==> config.mk <==
export PLATFORM = sky130hd
export DESIGN_NAME = glyph_byte_raster_op_flat
export DESIGN_NICKNAME = d
export VERILOG_FILES = /design/src/rtl/gbro_pkg.sv /design/src/rtl/gbro_if.sv /design/src/rtl/gbro_lane.sv /design/src/rtl/gbro_merge.sv /design/src/rtl/glyph_byte_raster_op.sv /design/src/flat_wrapper.sv
export SDC_FILE = /design/constraint.sdc
export NUM_CORES = 1
export LEC_CHECK = 0
export BUFFER_PORTS_ARGS = -buffer_cell sky130_fd_sc_hd__clkbuf_2
export CAP_MARGIN = 15
export CELL_PAD_IN_SITES_DETAIL_PLACEMENT = 1
export CELL_PAD_IN_SITES_GLOBAL_PLACEMENT = 2
export CORE_MARGIN = 4
export CORE_UTILIZATION = 39
export CTS_CLUSTER_DIAMETER = 40
export DETAILED_ROUTE_END_ITERATION = 8
export PLACE_DENSITY_LB_ADDON = 0.1
export SLEW_MARGIN = 15
export SYNTH_ARGS = -nofsm -noshare
export SYNTH_HDL_FRONTEND = slang
export SYNTH_SLANG_ARGS = --single-unit
==> constraint.sdc <==
create_clock -name i_clk -period 7.2 [get_ports i_clk]
set_input_delay 0.72 -clock i_clk [delete_from_list [all_inputs] [get_ports i_clk]]
set_output_delay 0.72 -clock i_clk [all_outputs]
set_load 0.01 [all_outputs]
==> src/rtl/gbro_pkg.sv <==
// ----------------------------------------------------------------------------
// gbro_pkg
// Shared types and constants for the glyph byte raster op block.
// ----------------------------------------------------------------------------
package gbro_pkg;

    localparam int LANES      = 8;
    localparam int LANE_BITS  = 8;   // bus slot per lane
    localparam int CFG_IDX_W  = 2;
    localparam int CFG_DATA_W = 2;

    // register indexes on the configuration channel
    localparam logic [CFG_IDX_W-1:0] REG_COMBINE  = 2'd0;
    localparam logic [CFG_IDX_W-1:0] REG_SHADE    = 2'd1;
    localparam logic [CFG_IDX_W-1:0] REG_SUPPRESS = 2'd2;

    typedef enum logic [1:0] {
        CM_REPLACE = 2'd0,
        CM_OR      = 2'd1,
        CM_XOR     = 2'd2,
        CM_AND     = 2'd3
    } t_combine;

    typedef struct packed {
        t_combine   combine_mode;
        logic       shade_enable;
        logic [1:0] write_suppress;
    } t_cfg;

    typedef struct packed {
        logic                 wen;
        logic [LANE_BITS-1:0] pixel;
    } t_lane_res;

    typedef struct packed {
        logic signed [13:0]         first_pixel_x;
        logic [12:0]                pixel_y;
        logic [LANES*LANE_BITS-1:0] new_pixels;
        logic [LANES-1:0]           write_enables;
    } t_result;

endpackage

==> src/rtl/gbro_if.sv <==
// ----------------------------------------------------------------------------
// gbro_if
// Channel interfaces: glyph byte input, pixel result output, register writes.
// ----------------------------------------------------------------------------
interface gbro_in_if;
    logic        valid;
    logic        ready;
    logic [7:0]  glyph_byte;
    logic [7:0]  row_index;
    logic [3:0]  bit_count;
    logic [9:0]  byte_bit_offset;
    logic [2:0]  lead_skip;
    logic [11:0] origin_x;
    logic [11:0] origin_y;
    logic [63:0] old_pixels;
    logic [7:0]  pen_colour;
    logic [7:0]  paper_colour;

    modport source (
        output valid, glyph_byte, row_index, bit_count, byte_bit_offset, lead_skip,
               origin_x, origin_y, old_pixels, pen_colour, paper_colour,
        input  ready
    );
    modport sink (
        input  valid, glyph_byte, row_index, bit_count, byte_bit_offset, lead_skip,
               origin_x, origin_y, old_pixels, pen_colour, paper_colour,
        output ready
    );
endinterface

interface gbro_out_if;
    logic               valid;
    logic               ready;
    logic signed [13:0] first_pixel_x;
    logic [12:0]        pixel_y;
    logic [63:0]        new_pixels;
    logic [7:0]         write_enables;

    modport source (
        output valid, first_pixel_x, pixel_y, new_pixels, write_enables,
        input  ready
    );
    modport sink (
        input  valid, first_pixel_x, pixel_y, new_pixels, write_enables,
        output ready
    );
endinterface

interface gbro_cfg_if;
    logic       valid;
    logic       ready;
    logic [1:0] index;
    logic [1:0] data;

    modport source (output valid, index, data, input ready);
    modport sink   (input valid, index, data, output ready);
endinterface

==> src/rtl/gbro_lane.sv <==
// ----------------------------------------------------------------------------
// gbro_lane
// One pixel lane: glyph bit to colour, raster op with the old pixel, strobe.
// ----------------------------------------------------------------------------
module gbro_lane #(
    parameter int LANE       = 0,
    parameter int PIXEL_BITS = 8
) (
    input  gbro_pkg::t_cfg      i_cfg,
    input  logic                i_glyph_bit,
    input  logic                i_row_lsb,
    input  logic [3:0]          i_bit_count,
    input  logic [9:0]          i_byte_bit_offset,
    input  logic [2:0]          i_lead_skip,
    input  logic [7:0]          i_pen_colour,
    input  logic [7:0]          i_paper_colour,
    input  logic [7:0]          i_old_pixel,
    output gbro_pkg::t_lane_res o_res
);
    import gbro_pkg::*;

    localparam logic [LANE_BITS:0]   PMASK_W = (
        (LANE_BITS+1)'(1) << PIXEL_BITS) - (LANE_BITS+1)'(1);
    localparam logic [LANE_BITS-1:0] PMASK   = PMASK_W[LANE_BITS-1:0];
    localparam logic [3:0]           LANE_X  = 4'(LANE);
    localparam logic [10:0]          LANE_X11 = 11'(LANE);

    logic                 in_glyph;
    logic                 bit_set;
    logic                 suppressed;
    logic [LANE_BITS-1:0] colour;
    logic [LANE_BITS-1:0] prev;
    logic [LANE_BITS-1:0] val;

    // lane lies inside the glyph and not left of its first drawn column
    assign in_glyph = (LANE_X < i_bit_count) &&
                      (({1'b0, i_byte_bit_offset} + LANE_X11) >= {8'd0, i_lead_skip});

    // checkerboard: drop bits where column and row parity agree
    assign bit_set = i_glyph_bit && !(i_cfg.shade_enable && (LANE_X[0] == i_row_lsb));

    assign suppressed = bit_set ? i_cfg.write_suppress[0] : i_cfg.write_suppress[1];
    assign colour     = (bit_set ? i_pen_colour : i_paper_colour) & PMASK;
    assign prev       = i_old_pixel & PMASK;

    always_comb begin
        case (i_cfg.combine_mode)
            CM_OR:   val = prev | colour;
            CM_XOR:  val = prev ^ colour;
            CM_AND:  val = prev & colour;
            default: val = colour;
        endcase
    end

    assign o_res.wen   = in_glyph && !suppressed;
    assign o_res.pixel = o_res.wen ? val : i_old_pixel;

endmodule

==> src/rtl/gbro_merge.sv <==
// ----------------------------------------------------------------------------
// gbro_merge
// Gathers the lane results into one result word and buffers it in an
// output register backed by a skid register.
// ----------------------------------------------------------------------------
module gbro_merge (
    input  logic                i_clk,
    input  logic                i_rst_n,
    input  logic                i_in_fire,
    output logic                o_in_ready,
    input  gbro_pkg::t_lane_res i_lanes [gbro_pkg::LANES],
    input  logic signed [13:0]  i_first_pixel_x,
    input  logic [12:0]         i_pixel_y,
    output logic                o_valid,
    input  logic                i_ready,
    output gbro_pkg::t_result   o_result
);
    import gbro_pkg::*;

    t_result merged;
    t_result r_out;
    t_result r_skid;
    logic    r_out_valid;
    logic    r_skid_valid;
    logic    out_fire;

    always_comb begin
        merged.first_pixel_x = i_first_pixel_x;
        merged.pixel_y       = i_pixel_y;
        for (int x = 0; x < LANES; x++) begin
            merged.new_pixels[x*LANE_BITS +: LANE_BITS] = i_lanes[x].pixel;
            merged.write_enables[x]                     = i_lanes[x].wen;
        end
    end

    assign out_fire   = r_out_valid && i_ready;
    assign o_in_ready = !r_skid_valid;
    assign o_valid    = r_out_valid;
    assign o_result   = r_out;

    always_ff @(posedge i_clk) begin
        if (!i_rst_n) begin
            r_out_valid  <= 1'b0;
            r_skid_valid <= 1'b0;
        end else if (i_in_fire) begin
            if (!r_out_valid || out_fire) begin
                r_out_valid <= 1'b1;
            end else begin
                r_skid_valid <= 1'b1;
            end
        end else if (out_fire) begin
            // advance the skid entry, or drain
            r_out_valid  <= r_skid_valid;
            r_skid_valid <= 1'b0;
        end
    end

    always_ff @(posedge i_clk) begin
        if (i_in_fire) begin
            if (!r_out_valid || out_fire) begin
                r_out <= merged;
            end else begin
                r_skid <= merged;
            end
        end else if (out_fire && r_skid_valid) begin
            r_out <= r_skid;
        end
    end

endmodule

==> src/rtl/glyph_byte_raster_op.sv <==
// ----------------------------------------------------------------------------
// glyph_byte_raster_op
// Expands one font byte into eight chunky pixels with a raster op.
// ----------------------------------------------------------------------------
// Usage:
//   i_in carries one glyph row byte with its placement, the eight old pixels
//   and the two colours. o_out returns the lane 0 coordinates, the eight new
//   pixels and one write strobe per lane. i_cfg writes the combine mode
//   (index 0), shade enable (index 1) and write suppress mask (index 2);
//   writes to other indexes are ignored. i_cfg is always ready.
//   A transferred byte is registered in the output register, or in the skid
//   register if a stalled result waits. Eight lanes work on all bits in the
//   same cycle, so a byte can go in every cycle while i_in.ready is high.
//   When the receiver stalls, the waiting result holds in the output
//   register and one more byte is taken into a skid register; i_in.ready
//   drops only while that skid register is full.
//   Reset clears the registers to replace mode, no shading and no
//   suppression, and empties the output side.
// ----------------------------------------------------------------------------
module glyph_byte_raster_op #(
    parameter int PIXEL_BITS = 8
) (
    input  logic              i_clk,
    input  logic              i_rst_n,
    gbro_in_if.sink           i_in,
    gbro_out_if.source        o_out,
    gbro_cfg_if.sink          i_cfg
);
    import gbro_pkg::*;

    t_cfg               r_cfg;
    t_lane_res          lanes [LANES];
    t_result            result;
    logic               in_fire;
    logic signed [13:0] first_pixel_x;
    logic [12:0]        pixel_y;

    assign i_cfg.ready = 1'b1;

    always_ff @(posedge i_clk) begin
        if (!i_rst_n) begin
            r_cfg.combine_mode   <= CM_REPLACE;
            r_cfg.shade_enable   <= 1'b0;
            r_cfg.write_suppress <= 2'd0;
        end else if (i_cfg.valid) begin
            case (i_cfg.index)
                REG_COMBINE:  r_cfg.combine_mode   <= t_combine'(i_cfg.data);
                REG_SHADE:    r_cfg.shade_enable   <= i_cfg.data[0];
                REG_SUPPRESS: r_cfg.write_suppress <= i_cfg.data;
                default:      ;
            endcase
        end
    end

    assign in_fire = i_in.valid && i_in.ready;

    assign first_pixel_x = $signed(14'(i_in.origin_x) + 14'(i_in.byte_bit_offset)
                                   - 14'(i_in.lead_skip));
    assign pixel_y       = 13'(i_in.origin_y) + 13'(i_in.row_index);

    for (genvar x = 0; x < LANES; x++) begin : g_lane
        gbro_lane #(
            .LANE       (x),
            .PIXEL_BITS (PIXEL_BITS)
        ) u_lane (
            .i_cfg             (r_cfg),
            .i_glyph_bit       (i_in.glyph_byte[LANES-1-x]),
            .i_row_lsb         (i_in.row_index[0]),
            .i_bit_count       (i_in.bit_count),
            .i_byte_bit_offset (i_in.byte_bit_offset),
            .i_lead_skip       (i_in.lead_skip),
            .i_pen_colour      (i_in.pen_colour),
            .i_paper_colour    (i_in.paper_colour),
            .i_old_pixel       (i_in.old_pixels[x*LANE_BITS +: LANE_BITS]),
            .o_res             (lanes[x])
        );
    end

    gbro_merge u_merge (
        .i_clk           (i_clk),
        .i_rst_n         (i_rst_n),
        .i_in_fire       (in_fire),
        .o_in_ready      (i_in.ready),
        .i_lanes         (lanes),
        .i_first_pixel_x (first_pixel_x),
        .i_pixel_y       (pixel_y),
        .o_valid         (o_out.valid),
        .i_ready         (o_out.ready),
        .o_result        (result)
    );

    assign o_out.first_pixel_x = result.first_pixel_x;
    assign o_out.pixel_y       = result.pixel_y;
    assign o_out.new_pixels    = result.new_pixels;
    assign o_out.write_enables = result.write_enables;

endmodule

==> src/flat_wrapper.sv <==
// flat-port wrapper written by rule: the top's interface ports become plain ports
module glyph_byte_raster_op_flat import gbro_pkg::*;
#(
    parameter int PIXEL_BITS = 8
)
  (i_clk, i_rst_n, i_in_valid, i_in_glyph_byte, i_in_row_index, i_in_bit_count, i_in_byte_bit_offset, i_in_lead_skip, i_in_origin_x, i_in_origin_y, i_in_old_pixels, i_in_pen_colour, i_in_paper_colour, i_in_ready, o_out_valid, o_out_first_pixel_x, o_out_pixel_y, o_out_new_pixels, o_out_write_enables, o_out_ready, i_cfg_valid, i_cfg_index, i_cfg_data, i_cfg_ready);
  gbro_in_if i_in_i ();
  gbro_out_if o_out_i ();
  gbro_cfg_if i_cfg_i ();
  input  logic i_clk;
  input  logic i_rst_n;
  input wire logic [$bits(i_in_i.valid)-1:0] i_in_valid;
  input wire logic [$bits(i_in_i.glyph_byte)-1:0] i_in_glyph_byte;
  input wire logic [$bits(i_in_i.row_index)-1:0] i_in_row_index;
  input wire logic [$bits(i_in_i.bit_count)-1:0] i_in_bit_count;
  input wire logic [$bits(i_in_i.byte_bit_offset)-1:0] i_in_byte_bit_offset;
  input wire logic [$bits(i_in_i.lead_skip)-1:0] i_in_lead_skip;
  input wire logic [$bits(i_in_i.origin_x)-1:0] i_in_origin_x;
  input wire logic [$bits(i_in_i.origin_y)-1:0] i_in_origin_y;
  input wire logic [$bits(i_in_i.old_pixels)-1:0] i_in_old_pixels;
  input wire logic [$bits(i_in_i.pen_colour)-1:0] i_in_pen_colour;
  input wire logic [$bits(i_in_i.paper_colour)-1:0] i_in_paper_colour;
  output wire logic [$bits(i_in_i.ready)-1:0] i_in_ready;
  output wire logic [$bits(o_out_i.valid)-1:0] o_out_valid;
  output wire logic [$bits(o_out_i.first_pixel_x)-1:0] o_out_first_pixel_x;
  output wire logic [$bits(o_out_i.pixel_y)-1:0] o_out_pixel_y;
  output wire logic [$bits(o_out_i.new_pixels)-1:0] o_out_new_pixels;
  output wire logic [$bits(o_out_i.write_enables)-1:0] o_out_write_enables;
  input wire logic [$bits(o_out_i.ready)-1:0] o_out_ready;
  input wire logic [$bits(i_cfg_i.valid)-1:0] i_cfg_valid;
  input wire logic [$bits(i_cfg_i.index)-1:0] i_cfg_index;
  input wire logic [$bits(i_cfg_i.data)-1:0] i_cfg_data;
  output wire logic [$bits(i_cfg_i.ready)-1:0] i_cfg_ready;
  assign i_in_i.valid = i_in_valid;
  assign i_in_i.glyph_byte = i_in_glyph_byte;
  assign i_in_i.row_index = i_in_row_index;
  assign i_in_i.bit_count = i_in_bit_count;
  assign i_in_i.byte_bit_offset = i_in_byte_bit_offset;
  assign i_in_i.lead_skip = i_in_lead_skip;
  assign i_in_i.origin_x = i_in_origin_x;
  assign i_in_i.origin_y = i_in_origin_y;
  assign i_in_i.old_pixels = i_in_old_pixels;
  assign i_in_i.pen_colour = i_in_pen_colour;
  assign i_in_i.paper_colour = i_in_paper_colour;
  assign i_in_ready = i_in_i.ready;
  assign o_out_valid = o_out_i.valid;
  assign o_out_first_pixel_x = o_out_i.first_pixel_x;
  assign o_out_pixel_y = o_out_i.pixel_y;
  assign o_out_new_pixels = o_out_i.new_pixels;
  assign o_out_write_enables = o_out_i.write_enables;
  assign o_out_i.ready = o_out_ready;
  assign i_cfg_i.valid = i_cfg_valid;
  assign i_cfg_i.index = i_cfg_index;
  assign i_cfg_i.data = i_cfg_data;
  assign i_cfg_ready = i_cfg_i.ready;
  glyph_byte_raster_op #(.PIXEL_BITS(PIXEL_BITS)) u_core (.i_clk(i_clk), .i_rst_n(i_rst_n), .i_in(i_in_i), .o_out(o_out_i), .i_cfg(i_cfg_i));
endmodule
==> metrics.txt, run 1 <==
status=completed; final WL=48210 um; Cell Chain, Critical Path=clkbuf_2 > inv_1 > ha_1 > a21oi_1 > and3b_1 > mux2_2 > o2bb2ai_1 > a31oi_2 > mux2_2 > mux2_2; synthesis-to-finish area growth=20.06%; Yosys top cell area share=37.88%; DR pass1 iterations=5; Pins Over Slew Limit=0; Avg Synthesized Cell Area=11.58 sq um; top cells by area, synth=edfxtp_1 38%, mux2_2 14%, ha_1 14%; Mapped Cells=roughly 1400; period utilization=50.06%; RSZ-0062 raised after global routing=false; largest net degree at the start of global routing=56; crit start category=input pin; CP Class=input pin to register; vias in the first global route=12100; max_cap viols=0; share of cells above drive strength 1=37.58%; met3 wire len=2373 um; Fin Setup TNS=0 ns; initial drt markers=739; sequential share of the synthesized area=38.77%; Setup Fix Bufs, Post-CTS=0; FFs w/ async S/R, synth=0%; Worst Path Max Fanout=10; DRC Markers=0; leading area contributor after synthesis=edfxtp_1; reg-to-reg endpoint=u_core.u_merge.o_result[49]; Clock transition at path regs=0.05 ns; Slew @ Worst Pin=1.168 ns; Total GRT Usage=21.65%; count leader, synth=inv_1; DIE AREA=between 40000 and 50000 sq um; clk_lat worst skew=0.55 ns; Arrival @ worst endpoint=3.88 ns; Met2 Wirelength=22580 um; Warnings, synthesis=0; Synth Register Bits=slightly above 200; WL met1=21960 um; relative slew slack=21.86%; Critical path origin=i_in_byte_bit_offset[1]; H-tree levels=2; Distinct cells, synth=between 70 and 80; overflow left after global routing=0; die width=208.6 um; Max Used Layer=met5; Num CTS Buffers=40; Worst Reg-to-Reg Cells=6; FP Rows=73; reg2reg start=u_core.u_merge.r_skid_valid; via count=11418; DR vias/cell=5.303; Final Skew=0.02678 ns; Worst Setup End Kind=register; post-synthesis net count=roughly 1700; gp weighted congestion=0.8733; Ports=248; Hold-fix buffers, CTS=0; Setup crit end=u_core.u_merge.o_result[38]; I/O Buffers=246; CTS tree=built; dominant synthesized flop cell=edfxtp_1; top achievable clock speed=277.4 MHz; Post-synth EDFFs=198; DP Area=about 17000 sq um; clock sink count=205; Hold Crit Class=input pin to register; Slowest Stage Delay on Critical Path=0.96 ns; Die H=208.6 um; per-cell routed wire length=22.39 um; post-route ant nets=0; cell area after layout=18840 sq um; Overall Power=4.265 mW; Leak=8.231 nW; HPWL Detailed=34340 um; first-pass GRT wire length=73460 um; starting density of the core=39.51%; Fin. Hold Viols=0; antenna violations before repair=9; min Tclk post-route=3.604 ns; clock root buffer=clkbuf_16; Worst EP required=about 7.5 ns; Mapped Area=roughly 16000 sq um; Longest Clk Path Bufs=3; r2r setup slk=approximately 3.9 ns; Crit-path slowest cell=a31oi_2; Power Density=226.3 nW/um^2; synth cell count leaders=225 x inv_1, 200 x mux2_2, 198 x edfxtp_1; Setup-failing EPs final=0; CTS resizes=0; # nets final=1918; Peak VDD IR=0.0001475 V; core area=39730 sq um; CP dominant cell by count=mux2_2
[state kept, by name (all words and copies together), names as in the netlist]
register / count
u_core.u_merge.o_result: 99
u_core.u_merge.o_valid: 1
u_core.u_merge.r_skid_valid: 1
u_core.r_cfg: 5
u_core.u_merge.r_skid: 99
[area by class of cell]
type                            instances  area, sq um
Multi-Input combinational cell        869         8549
Clock inverter                         24        294.0
Sequential cell                       205         6093
Antenna cell                            2        5.005
Tap cell                              525        656.9
Inverter                              225        844.6
Clock buffer                           48         1102
Timing Repair Buffer                  255         1299
Fill cell                            4323        20890
[worst min path at each step]
stage                                             end  depth (start not counted)                      start
after global placement     u_core.u_merge.o_result[0]                          2   u_core.u_merge.r_skid[0]
after floorplan           u_core.u_merge.o_result[15]                          2  u_core.u_merge.r_skid[15]
after CTS                 u_core.u_merge.r_skid_valid                          4                o_out_ready
after global routing      u_core.u_merge.r_skid_valid                          4                o_out_ready
final                     u_core.u_merge.r_skid_valid                          4                o_out_ready
after detailed placement  u_core.u_merge.o_result[90]                          2  u_core.u_merge.r_skid[90]
[where the power goes]
group	leakage [nW]	total (mW)	internal [mW]	switching (mW)
clock	0.677	1.95	1.28	0.670
combinational	5.65	0.857	0.374	0.483
sequential	1.91	1.46	1.43	0.0334
total	8.23	4.26	3.08	1.19
[cells by family (layout without fill, tap and decap cells)]
kind of cell | after synthesis | after routing | share of synthesized area (%)
buf+inv | 281 | 552 | 6.911
mux | 277 | 277 | 24.36
simple gates | 248 | 248 | 7.644
flops | 205 | 205 | 38.77
fa+ha+maj | 176 | 176 | 14.17
compound gates | 132 | 132 | 6.162
xor+xnor | 35 | 35 | 1.953
other cells | 1 | 3 | 0.02389
[stage by stage]
stage	hold slack (ns)	cells	setup slack, ns	utilization, %
finish	0.4592	2153	3.596	47.43
global route	0.4742	2153	3.522	47.43
CTS	0.4294	2151	3.657	47.42
detailed placement	0.5021	2079	3.081	43.90
global placement	0.4961	2079	3.097	43.90
floorplan	0.4906	1355	0.6356	-
[worst max-delay path, delay by kind of cell]
family	cells	cell delay (ns)
simple gates	1	0.25
fa+ha+maj	1	0.24
mux	3	0.94
buf+inv	2	0.44
compound gates	3	1.29
[per-layer routing]
metal / vias up / GRT usage (%)
met5: - / 0
met4: 2 / 6.301
met3: 68 / 3.813
met2: 258 / 35.68
met1: 5740 / 29.53
li1: 5350 / -
[placed cells by master, fill, tap and decap left out, types with 21 or more instances in the layout]
master	n
a21oi_1	26
clkbuf_16	41
clkbuf_2	246
edfxtp_1	198
ha_1	173
inv_1	225
mux2_2	200
mux4_2	64
nand2_1	107
nor2_1	31
xnor2_1	21
Power figures use the tool's default switching activity.
==> run 2: changes to the inputs <==
- clock period: 7.2 -> 3.5 ns (I/O delays scaled with it)
==> run 2 against run 1 <==
Against the previous run:
- clock power grew 110%
- clock-buffer cell count down 2
- non-clock buffer count increased by 36
- sequential share of layout area fell by 0.77 points
- register-to-register slack lost 3.5 ns
- critical path depth down 2
- critical endpoint is now u_core.u_merge.o_result[53]
- largest cell class unchanged
- highest routed layer unchanged
==> metrics.txt, run 2 (same netlist as run 1, synthesis figures left out) <==
# nets final=1957 (+2.0%); DIE AREA=43520 sq um (unchanged); core area=39730 sq um (unchanged); DP Area=17830 sq um (+2.2%); Die H=208.6 um (unchanged); min Tclk post-route=3.106 ns; DRC Markers=0 (unchanged); P_int=6.410 mW (+110%); post-route ant nets=0 (unchanged); max_cap viols=0 (unchanged); H-tree levels=2 (unchanged); CP Class=register to register; Power Density=463.1 nW/um^2 (+100%); relative slew slack=55.00% (+33 points); starting density of the core=39.51% (unchanged); Num CTS Buffers=43 (+7.5%); via count=11559 (+1.2%); Peak VDD IR=0.0003173 V (+120%); part of the power in combinational logic=20.3% (+0.2 points); first-pass GRT wire length=73260 um (-0.28%); clock sink count=205 (unchanged); r2r setup slk=0.39 ns (-3.46 ns); most common library cell in the layout ignoring fill and taps=clkbuf_2; clock share of power=46.1% (+0.5 points); antenna violations before repair=9 (unchanged); top achievable clock speed=322.0 MHz; sw frac=28.29% (+0.48 points); share of cells above drive strength 1=38.98% (+1.4 points); CTS resizes=0 (unchanged); CTS tree=built; period utilization=88.73%; Ports=248 (unchanged); Total GRT Usage=21.51% (-0.15 points); Fin. Hold Viols=0 (unchanged); Overall Power=8.939 mW (+110%); Leak=8.461 nW (+2.8%); gp weighted congestion=0.8853 (+1.4%); RSZ-0062 raised after global routing=false; DR pass1 iterations=4 (-1); HPWL Detailed=35620 um (+3.7%); overflow left after global routing=0 (unchanged); I/O Buffers=246 (unchanged); initial drt markers=592 (-20%); Slew @ Worst Pin=0.6750 ns (-0.4934 ns); crit start category=register; Pins Over Slew Limit=0 (unchanged); Worst Path Max Fanout=10 (unchanged); Setup Fix Bufs, Post-CTS=0 (unchanged); Psw=2.529 mW (+110%); sequential share of power=33.5% (-0.8 points); Fin Setup TNS=0 ns (unchanged); most frequent cells in the layout=246 x clkbuf_2, 225 x inv_1, 200 x mux2_2; die width=208.6 um (unchanged); Worst EP required=3.80 ns (-3.68 ns); Hold Crit Class=input pin to register; Critical path origin=u_core.r_cfg[2]; clk_lat worst skew=0.56 ns (about the same); synthesis-to-finish area growth=22.97%; Longest Clk Path Bufs=3 (unchanged); Worst Reg-to-Reg Cells=8 (+2); # fillers=4305 (-0.42%); largest net degree at the start of global routing=44 (-21%); status=completed; vias in the first global route=12293 (+1.6%); clock root buffer=clkbuf_16; Final Skew=0.01797 ns (-0.008815 ns); reg2reg start=u_core.r_cfg[2]; DR vias/cell=5.259 (-0.84%); Hold-fix buffers, CTS=0 (unchanged); FP Rows=73 (unchanged); Setup crit end=u_core.u_merge.o_result[53]; Arrival @ worst endpoint=3.41 ns (-0.47 ns); final WL=47770 um (-0.91%); cell area after layout=19300 sq um (+2.4%); Clock transition at path regs=0.05 ns (about the same); Worst Setup End Kind=register; reg-to-reg endpoint=u_core.u_merge.o_result[53]; per-cell routed wire length=21.73 um (-2.9%); Setup-failing EPs final=0 (unchanged)
[run 2: final cells by class]
| type | instances | area [sq um] | area share (%) |
|---|---|---|---|
| sequential | 205 | 6093 | 31.57 |
| multi-input combinational | 869 | 8552 | 44.31 |
| tap | 525 | 656.9 | 3.403 |
| timing repair buffer | 291 | 1682 | 8.713 |
| clock buffer | 46 | 1087 | 5.633 |
| inverter | 225 | 844.6 | 4.376 |
| clock inverter | 34 | 377.9 | 1.958 |
| antenna | 3 | 7.507 | 0.03890 |
[run 2: metal layers]
layer  GRT usage, %  vias to the layer above  share of wire, %
met1          28.98                     5799                45
met4          5.266                        6               2.0
met5              0                        -              0.10
met2          35.97                      256                48
met3          4.279                       69               4.9
li1               -                     5429                 -
[run 2: metrics by stage]
step,utilization (%),hold slack [ns],std cells,setup slack (ns)
2_1_floorplan,-,0.4692,1355,0.4817
3_3_place_gp,44.87,0.4969,2115,0.1724
3_5_place_dp,44.87,0.5071,2115,0.1341
4_1_cts,48.55,0.04989,2195,0.4036
5_1_grt,48.57,0.07604,2196,0.3186
6_report,48.58,0.08508,2198,0.3944
[run 2: worst max-delay path: stages, from the launching register on]
cell and delay (ns):
dfxtp_1 0.33, nand2_1 0.19, and2_1 0.60, mux2_2 0.44
inv_1 0.07, ha_1 0.22, mux4_2 0.46, mux2_2 0.29
mux2_2 0.26
[run 2: how the worst min path moves through the flow]
stage | startpoint | endpoint | slack (ns) | cells past startpoint
2_1_floorplan | i_rst_n | u_core.u_merge.r_skid_valid | 0.47 | 2
3_3_place_gp | u_core.u_merge.r_skid[90] | u_core.u_merge.o_result[90] | 0.50 | 2
3_5_place_dp | u_core.u_merge.r_skid[1] | u_core.u_merge.o_result[1] | 0.51 | 2
4_1_cts | i_in_valid | u_core.u_merge.r_skid_valid | 0.05 | 3
5_1_grt | o_out_ready | u_core.u_merge.r_skid_valid | 0.08 | 4
6_report | o_out_ready | u_core.u_merge.r_skid_valid | 0.09 | 4
[run 2: power by group through the flow]
| stage | combinational (mW) | clock (mW) | sequential, mW |
|---|---|---|---|
| 2_1_floorplan | 1.09 | 0 | 3.09 |
| 3_3_place_gp | 1.76 | 0 | 3.04 |
| 3_5_place_dp | 1.82 | 0 | 3.05 |
| 4_1_cts | 1.84 | 4.23 | 3.00 |
| 5_1_grt | 2.01 | 4.36 | 3.01 |
| 6_report | 1.82 | 4.12 | 3.00 |
